[src/rtl/core/fad_pkg.sv]
// Shared types and codes for the bounded array deque.
// No dependencies; imported by fixed_array_deque_shift and fad_index.
package fad_pkg;

    // operation carried by an input word
    typedef enum logic [1:0] {
        KIND_PUSH_BACK  = 2'd0,
        KIND_PUSH_FRONT = 2'd1,
        KIND_POP_BACK   = 2'd2,
        KIND_POP_FRONT  = 2'd3
    } fad_kind_t;

    // status reported with every listed entry
    typedef enum logic [1:0] {
        STATUS_DONE      = 2'd0,
        STATUS_OVERFLOW  = 2'd1,
        STATUS_UNDERFLOW = 2'd2
    } fad_status_t;

    // top-level sequencer
    typedef enum logic [1:0] {
        ST_IDLE,
        ST_PREP,
        ST_LIST
    } fad_state_t;

    // write request from the index unit to the entry memory
    typedef struct packed {
        logic        en;
        fad_status_t status;
    } fad_upd_t;

    localparam int unsigned DATA_W = 32;

endpackage

[src/rtl/core/fixed_array_deque_shift.sv]
// Bounded deque of signed 32-bit words kept in a circular RAM (head + count).
// Each accepted input word passes through ST_PREP, where the first RAM read is set up, before ST_LIST.
// A new operation is taken only once the whole listing of the last one has gone out; the listing reads the
// entry RAM one word per cycle while the receiver does not stall, through its single read port.
// Reset (async, active low) empties the store; RAM contents are not cleared.
module fixed_array_deque_shift
    import fad_pkg::*;
#(
    parameter int unsigned CAPACITY = 16
) (
    input  logic              clk,
    input  logic              rst_n,
    input  logic              s_tvalid,
    output logic              s_tready,
    input  logic [31:0]       s_tdata,   // [31:0] value
    input  logic [1:0]        s_tuser,   // [1:0] kind
    output logic              m_tvalid,
    input  logic              m_tready,
    output logic [31:0]       m_tdata,   // [31:0] entry_value
    output logic [2:0]        m_tuser,   // [1:0] status, [2] entry_valid
    output logic              m_tlast
);

    localparam int unsigned AW = $clog2(CAPACITY);
    localparam int unsigned CW = $clog2(CAPACITY + 1);
    localparam logic [AW:0] CAP_EXT = (AW+1)'(CAPACITY);

    fad_state_t    state_reg, state_next;
    logic [AW-1:0] idx_reg, idx_next;
    fad_status_t   status_reg, status_next;

    logic              in_fire, out_fire;
    fad_upd_t          upd;
    logic [AW-1:0]     wr_addr, head, rd_addr;
    logic [CW-1:0]     count;
    logic [AW:0]       rd_sum;
    logic [DATA_W-1:0] rd_data;
    logic              is_last, non_empty;

    assign in_fire  = s_tvalid && s_tready;
    assign out_fire = m_tvalid && m_tready;

    // pointer and count unit
    fad_index #(
        .CAPACITY (CAPACITY)
    ) u_index (
        .clk     (clk),
        .rst_n   (rst_n),
        .apply   (in_fire),
        .kind    (fad_kind_t'(s_tuser)),
        .upd     (upd),
        .wr_addr (wr_addr),
        .head    (head),
        .count   (count)
    );

    // entry store
    fad_ram #(
        .WIDTH (DATA_W),
        .DEPTH (CAPACITY)
    ) u_ram (
        .clk   (clk),
        .we    (in_fire && upd.en),
        .waddr (wr_addr),
        .wdata (s_tdata),
        .raddr (rd_addr),
        .rdata (rd_data)
    );

    assign non_empty = (count != '0);
    assign is_last   = !non_empty || ((CW'(idx_reg) + CW'(1)) == count);

    // sequencer: accept, set up first read, then list entries
    always_comb
    begin
        state_next  = state_reg;
        idx_next    = idx_reg;
        status_next = status_reg;
        case (state_reg)
            ST_IDLE:
            begin
                idx_next = '0;
                if (in_fire)
                begin
                    status_next = upd.status;
                    state_next  = ST_PREP;
                end
            end
            ST_PREP:
            begin
                idx_next   = '0;
                state_next = ST_LIST;
            end
            ST_LIST:
            begin
                if (out_fire)
                begin
                    if (is_last)
                    begin
                        idx_next   = '0;
                        state_next = ST_IDLE;
                    end
                    else
                    begin
                        idx_next = idx_reg + AW'(1);
                    end
                end
            end
            default:
            begin
                state_next = ST_IDLE;
            end
        endcase
    end

    // read address: entry idx_next counted from the head, wrapped
    assign rd_sum  = (AW+1)'(head) + (AW+1)'(idx_next);
    assign rd_addr = (rd_sum >= CAP_EXT) ? AW'(rd_sum - CAP_EXT) : AW'(rd_sum);

    always_ff @(posedge clk or negedge rst_n)
    begin
        if (!rst_n)
        begin
            state_reg  <= ST_IDLE;
            idx_reg    <= '0;
            status_reg <= STATUS_DONE;
        end
        else
        begin
            state_reg  <= state_next;
            idx_reg    <= idx_next;
            status_reg <= status_next;
        end
    end

    // output word comes straight from the RAM read register, or is zero when the store is empty
    assign s_tready   = (state_reg == ST_IDLE);
    assign m_tvalid   = (state_reg == ST_LIST);
    assign m_tdata    = non_empty ? rd_data : '0;
    assign m_tuser    = {non_empty, status_reg};
    assign m_tlast    = is_last;

    // no input is taken while a listing is in flight
    a_no_overlap: assert property (@(posedge clk) disable iff (!rst_n)
        !(s_tready && m_tvalid))
        else $error("input accepted during listing");

    // an empty listing is a single word
    a_empty_last: assert property (@(posedge clk) disable iff (!rst_n)
        (m_tvalid && !m_tuser[2]) |-> (m_tlast && m_tdata == '0))
        else $error("empty listing not a single zero word");

    // first result never appears in the cycle right after accept
    a_prep_gap: assert property (@(posedge clk) disable iff (!rst_n)
        in_fire |=> !m_tvalid)
        else $error("result shown before RAM read completed");

    // count never exceeds capacity
    a_count_bound: assert property (@(posedge clk) disable iff (!rst_n)
        count <= CW'(CAPACITY))
        else $error("fill count above capacity");

endmodule

[src/rtl/core/fad_ram.sv]
// Generic simple dual-port RAM: one write port, one read port, registered read.
// No dependencies.
module fad_ram #(
    parameter int unsigned WIDTH = 32,
    parameter int unsigned DEPTH = 16
) (
    input  logic                     clk,
    input  logic                     we,
    input  logic [$clog2(DEPTH)-1:0] waddr,
    input  logic [WIDTH-1:0]         wdata,
    input  logic [$clog2(DEPTH)-1:0] raddr,
    output logic [WIDTH-1:0]         rdata
);

    logic [WIDTH-1:0] mem [DEPTH];
    logic [WIDTH-1:0] rdata_reg;

    // write port and registered read port
    always_ff @(posedge clk)
    begin
        if (we)
        begin
            mem[waddr] <= wdata;
        end
        rdata_reg <= mem[raddr];
    end

    assign rdata = rdata_reg;

endmodule

[src/rtl/core/fad_index.sv]
// Head pointer and fill count of the circular entry store; decodes each
// operation into a memory write and a status. Depends on fad_pkg.
module fad_index
    import fad_pkg::*;
#(
    parameter int unsigned CAPACITY = 16
) (
    input  logic                        clk,
    input  logic                        rst_n,
    input  logic                        apply,
    input  fad_kind_t                   kind,
    output fad_upd_t                    upd,
    output logic [$clog2(CAPACITY)-1:0] wr_addr,
    output logic [$clog2(CAPACITY)-1:0] head,
    output logic [$clog2(CAPACITY+1)-1:0] count
);

    localparam int unsigned AW = $clog2(CAPACITY);
    localparam int unsigned CW = $clog2(CAPACITY + 1);
    localparam logic [AW:0] CAP_EXT = (AW+1)'(CAPACITY);
    localparam logic [AW-1:0] LAST_SLOT = AW'(CAPACITY - 1);

    logic [AW-1:0] head_reg, head_next;
    logic [CW-1:0] count_reg, count_next;
    logic [AW:0]   tail_sum;
    logic [AW-1:0] tail_slot;
    logic [AW-1:0] head_dec, head_inc;
    logic          full, empty;

    assign full  = (count_reg == CW'(CAPACITY));
    assign empty = (count_reg == '0);

    // slot just past the back entry, wrapped
    assign tail_sum  = (AW+1)'(head_reg) + (AW+1)'(count_reg);
    assign tail_slot = (tail_sum >= CAP_EXT) ? AW'(tail_sum - CAP_EXT) : AW'(tail_sum);

    assign head_dec = (head_reg == '0) ? LAST_SLOT : head_reg - AW'(1);
    assign head_inc = (head_reg == LAST_SLOT) ? '0 : head_reg + AW'(1);

    // operation decode
    always_comb
    begin
        head_next  = head_reg;
        count_next = count_reg;
        upd.en     = 1'b0;
        upd.status = STATUS_DONE;
        wr_addr    = tail_slot;
        case (kind)
            KIND_PUSH_BACK:
            begin
                if (full)
                begin
                    upd.status = STATUS_OVERFLOW;
                end
                else
                begin
                    upd.en     = 1'b1;
                    count_next = count_reg + CW'(1);
                end
            end
            KIND_PUSH_FRONT:
            begin
                wr_addr = head_dec;
                if (full)
                begin
                    upd.status = STATUS_OVERFLOW;
                end
                else
                begin
                    upd.en     = 1'b1;
                    head_next  = head_dec;
                    count_next = count_reg + CW'(1);
                end
            end
            KIND_POP_BACK:
            begin
                if (empty)
                begin
                    upd.status = STATUS_UNDERFLOW;
                end
                else
                begin
                    count_next = count_reg - CW'(1);
                end
            end
            KIND_POP_FRONT:
            begin
                if (empty)
                begin
                    upd.status = STATUS_UNDERFLOW;
                end
                else
                begin
                    head_next  = head_inc;
                    count_next = count_reg - CW'(1);
                end
            end
            default:
            begin
                upd.status = STATUS_DONE;
            end
        endcase
    end

    // pointer and count registers
    always_ff @(posedge clk or negedge rst_n)
    begin
        if (!rst_n)
        begin
            head_reg  <= '0;
            count_reg <= '0;
        end
        else if (apply)
        begin
            head_reg  <= head_next;
            count_reg <= count_next;
        end
    end

    assign head  = head_reg;
    assign count = count_reg;

endmodule

[config.mk]
export PLATFORM = sky130hd
export DESIGN_NAME = fixed_array_deque_shift
export DESIGN_NICKNAME = d
export VERILOG_FILES = /design/src/rtl/core/fad_pkg.sv /design/src/rtl/core/fixed_array_deque_shift.sv /design/src/rtl/core/fad_ram.sv /design/src/rtl/core/fad_index.sv
export SDC_FILE = /design/constraint.sdc
export NUM_CORES = 1
export LEC_CHECK = 0
export ABC_AREA = 0
export BUFFER_PORTS_ARGS = -buffer_cell sky130_fd_sc_hd__buf_2
export CORE_ASPECT_RATIO = 0.7
export CORE_MARGIN = 2
export CORE_UTILIZATION = 62
export CTS_CLUSTER_SIZE = 25
export DETAILED_ROUTE_END_ITERATION = 10
export GPL_TIMING_DRIVEN = 0
export PLACE_DENSITY_LB_ADDON = 0.05
export SLEW_MARGIN = 40
export SYNTH_ARGS = -nofsm -noshare
export SYNTH_HDL_FRONTEND = slang
export SYNTH_SLANG_ARGS = --single-unit
[constraint.sdc]
create_clock -name clk -period 10.2 [get_ports clk]
set_input_delay 2.04 -clock clk [delete_from_list [all_inputs] [get_ports clk]]
set_output_delay 2.04 -clock clk [all_outputs]
set_load 0.005 [all_outputs]
==> summary.md <==
| Metric | Value |
|---|---|
| Final nets | 1239 |
| Initial cell density of the core | 62.8% |
| Critical Path Fanout Max | 10 |
| Die area | approximately 37000 µm² |
| R2r startpoint | idx_reg[2]$_DFF_PN0_ |
| Global-route wire length before repair | ~69000 µm |
| Post-placement cell count | around 1600 |
| M1 GR Usage | ~40% |
| Library cells used by synthesis | 44 |
| Die width | between 200 and 250 µm |
| Switch share | a little under a third |
| Top Usage Layer GRT | met1 |
| R2R Path End | u_ram.rdata[28]$_DFF_P_ |
| Unrepaired setup endpoints after global routing | false |
| Cell count after synthesis | between 1000 and 1500 |
| Sink Count | between 500 and 600 |
| Peak VDD IR | approximately 0.19 mV |
| Final Power | 7460 µW |
| Final period util | a little over half |
| Clk Tree Root Cell | clkbuf_16 |
| Vias in the first global route | roughly 11000 |
| Port Buffers | 75 |
| DR iter-0 viols | between 1000 and 1500 |
| Total negative setup slack | 0 ps |
| Ranking of synthesized cells by area | edfxtp_1, mux4_2, mux2i_1 |
| Seq cells post-synth | 561 |
| # IOs | between 70 and 80 |
| Number of synthesized flops with an enable pin | a little over 500 |
| Post-synth top area cell | edfxtp_1 |
| Ys async rst share | ~3.0% |
| Clk_lat worst skew | around 570 ps |
| Post-Layout Cell Count | around 1700 |
| Power Internal | about 5100 µW |
| Cells on worst reg2reg path | 16 |
| Final setup violation count | 0 |
| Total Wirelength | 46000 µm |
| Routed Antenna Nets | 0 |
| PostCTS Resize Cnt | 0 |
| Cts hold-fix bufs | 0 |
| Max Slew Vio Count | 0 |
| Critical Path Sink Type | flop |
| TritonCTS clock tree | built |
| Post-synth top flop | edfxtp_1 |
| Yosys warns | 0 |
| Largest register FFs | 512 |
| Pin count of the biggest net entering global routing | 18 |
| Clock Path Buffers | 3 |
| Met2 usage | between 30% and 40% |
| DP Area | roughly 24000 µm² |
| Fraction of layout cells with a size suffix above 1 | 29.4% |
| Comb power frac | between 30 and 40% |
| Top cell type's share of synthesized area | 70.6% |
| Leakage | 0.00858 µW |
| Hold Fails Final Rpt | 0 |
| Mapped Avg Cell Area | about 21 µm² |
| Row count | between 50 and 60 |
| Drt first pass iters | 5 |
| Post-route minimum period | roughly 5300 ps |
| Fmax | 187 MHz |
| Seq/Total Area, Yosys | 75.5% |
| Final Instance Area | approximately 25000 µm² |
| Final GP Congestion | between 0.7 and 0.8 |
| Area delta synth->final | 15.8% |
| Initial antenna violation count | 2 |
| Worst Tran Pin Value | ~860 ps |
| Worst-path clk slew | about 60 ps |
| Critical path class | primary input to flop |
| Congestion Overflow GR | 0 |
| CP startpoint | m_tready |
| Worst min path class | flop to flop |
| M3 GR Usage | roughly 4.5% |
| Via-per-instance ratio | a little over 6 |
| Final Skew | 19.0 ps |
| Sw Pwr | 2360 µW |
| Worst setup endpoint | u_ram.rdata[28]$_DFF_P_ |
| Seq pwr share | between 30% and 40% |
| Post-CTS setup buffer count | 0 |
| Critical Path Start Type | primary input |
| Syn nets | ~1100 |
| H-tree levels | 2 |
| Tot GR Track Use | roughly 26% |
| Residual DRC | 0 |
| Core area | roughly 35000 µm² |
| R2R Setup Slk | 5040 ps |
| Drt wl/cell | between 20 and 30 µm |
| Pwr Density | around 300 nW/µm² |
| Max cap viols | 0 |
| Mapped cell area | ~22000 µm² |
| HPWL after DPL | 30100 µm |
| CP required | ~11000 ps |
| TritonCTS Buffers | 50 |
| Final core occ | 72.7% |
| Clock group share of total power | about a quarter |
| Max-slew headroom | between 40% and 50% |
| Outcome | complete, no violations |
| Die Ht | between 150 and 200 µm |
| DR vias | 10500 |
| Worst Path Arrival | between 5000 and 6000 ps |
==> Yosys cell counts, types with 8 or more instances <==
master,count
edfxtp_1,512
mux4_2,128
mux2i_1,98
and2_1,33
clkbuf_1,32
dfxtp_1,32
nand2_1,23
nor2_1,23
dfrtp_1,17
o21ai_0,13
ha_1,12
inv_1,11
xor2_1,11
a21oi_1,10
buf_1,9
xnor2_1,8
==> worst max-delay path, stage by stage <==
cell and delay, ps:
buf_2 90, nand2_1 160, or3_1 340, a21boi_0 350, ha_1 240, inv_1 60
fa_1 520, clkbuf_1 480, clkbuf_1 710, mux4_2 400, mux2i_1 210, mux2i_1 150
==> logic make-up (layout without fill, tap and decap cells) <==
family | Yosys count | count (layout) | share of synthesized area, %
AOI/OAI and AO/OA | 43 | 43 | 1.24
xor gates and xnor gates | 20 | 20 | 0.891
adders and majority gates | 15 | 15 | 0.966
buffers and inverters | 58 | 263 | 1.25
DFF | 561 | 561 | 75.5
muxes | 227 | 227 | 17.8
other | 0 | 2 | 0
and+or+nand+nor | 98 | 98 | 2.33
==> final cells by class <==
class	count	area (µm²)
flip-flops and latches	561	16400
plain buffers	47	259
clock inverters	19	173
repair buffers	112	1080
well taps	472	591
inverters	11	41.3
clock buffers	74	1420
multi-input cells	403	5190
fillers	2022	9450
diodes	2	5.00
==> placed cells by master, fill, tap and decap left out, drive strengths merged, types with 12 or more instances in the layout <==
cell / Yosys / routed
clkbuf: 32 / 106
nor2: 23 / 23
o21ai: 14 / 14
mux4: 128 / 128
mux2i: 98 / 98
and2: 33 / 33
nand2: 23 / 23
dfrtp: 17 / 17
dfxtp: 32 / 32
inv: 11 / 12
buf: 15 / 127
edfxtp: 512 / 512
ha: 12 / 12
clkinv: 0 / 13
==> through the flow <==
step / setup WS (ps) / hold slack [ps]
floorplan: 5410 / 473
global placement: 3370 / 457
detailed placement: 4070 / 465
CTS: 4640 / 481
global route: 4630 / 494
finish: 4860 / 475
==> metal layers <==
metal | share of wire [%] | routed length, µm
met5 | 0 | 0
met4 | 1.9 | 873
met3 | 7.8 | 3580
met2 | 47 | 21400
met1 | 44 | 20100
==> worst min path at each step <==
stage,startpoint,end,cells past startpoint
after floorplan,status_reg[0]$_DFFE_PN0P_,status_reg[0]$_DFFE_PN0P_,2
after global placement,status_reg[0]$_DFFE_PN0P_,status_reg[0]$_DFFE_PN0P_,2
after detailed placement,status_reg[0]$_DFFE_PN0P_,status_reg[0]$_DFFE_PN0P_,2
after CTS,status_reg[0]$_DFFE_PN0P_,status_reg[0]$_DFFE_PN0P_,2
after global routing,status_reg[0]$_DFFE_PN0P_,status_reg[0]$_DFFE_PN0P_,2
final,status_reg[0]$_DFFE_PN0P_,status_reg[0]$_DFFE_PN0P_,2
==> power by group through the flow <==
stage               Combinational, µW  Clock, µW  Sequential (µW)
floorplan                        1950          0             2830
global placement                 2690          0             2860
detailed placement               2840          0             2850
CTS                              2860       1860             2800
global route                     3030       1940             2820
finish                           2820       1830             2800
(Power assumes the default switching activity.)
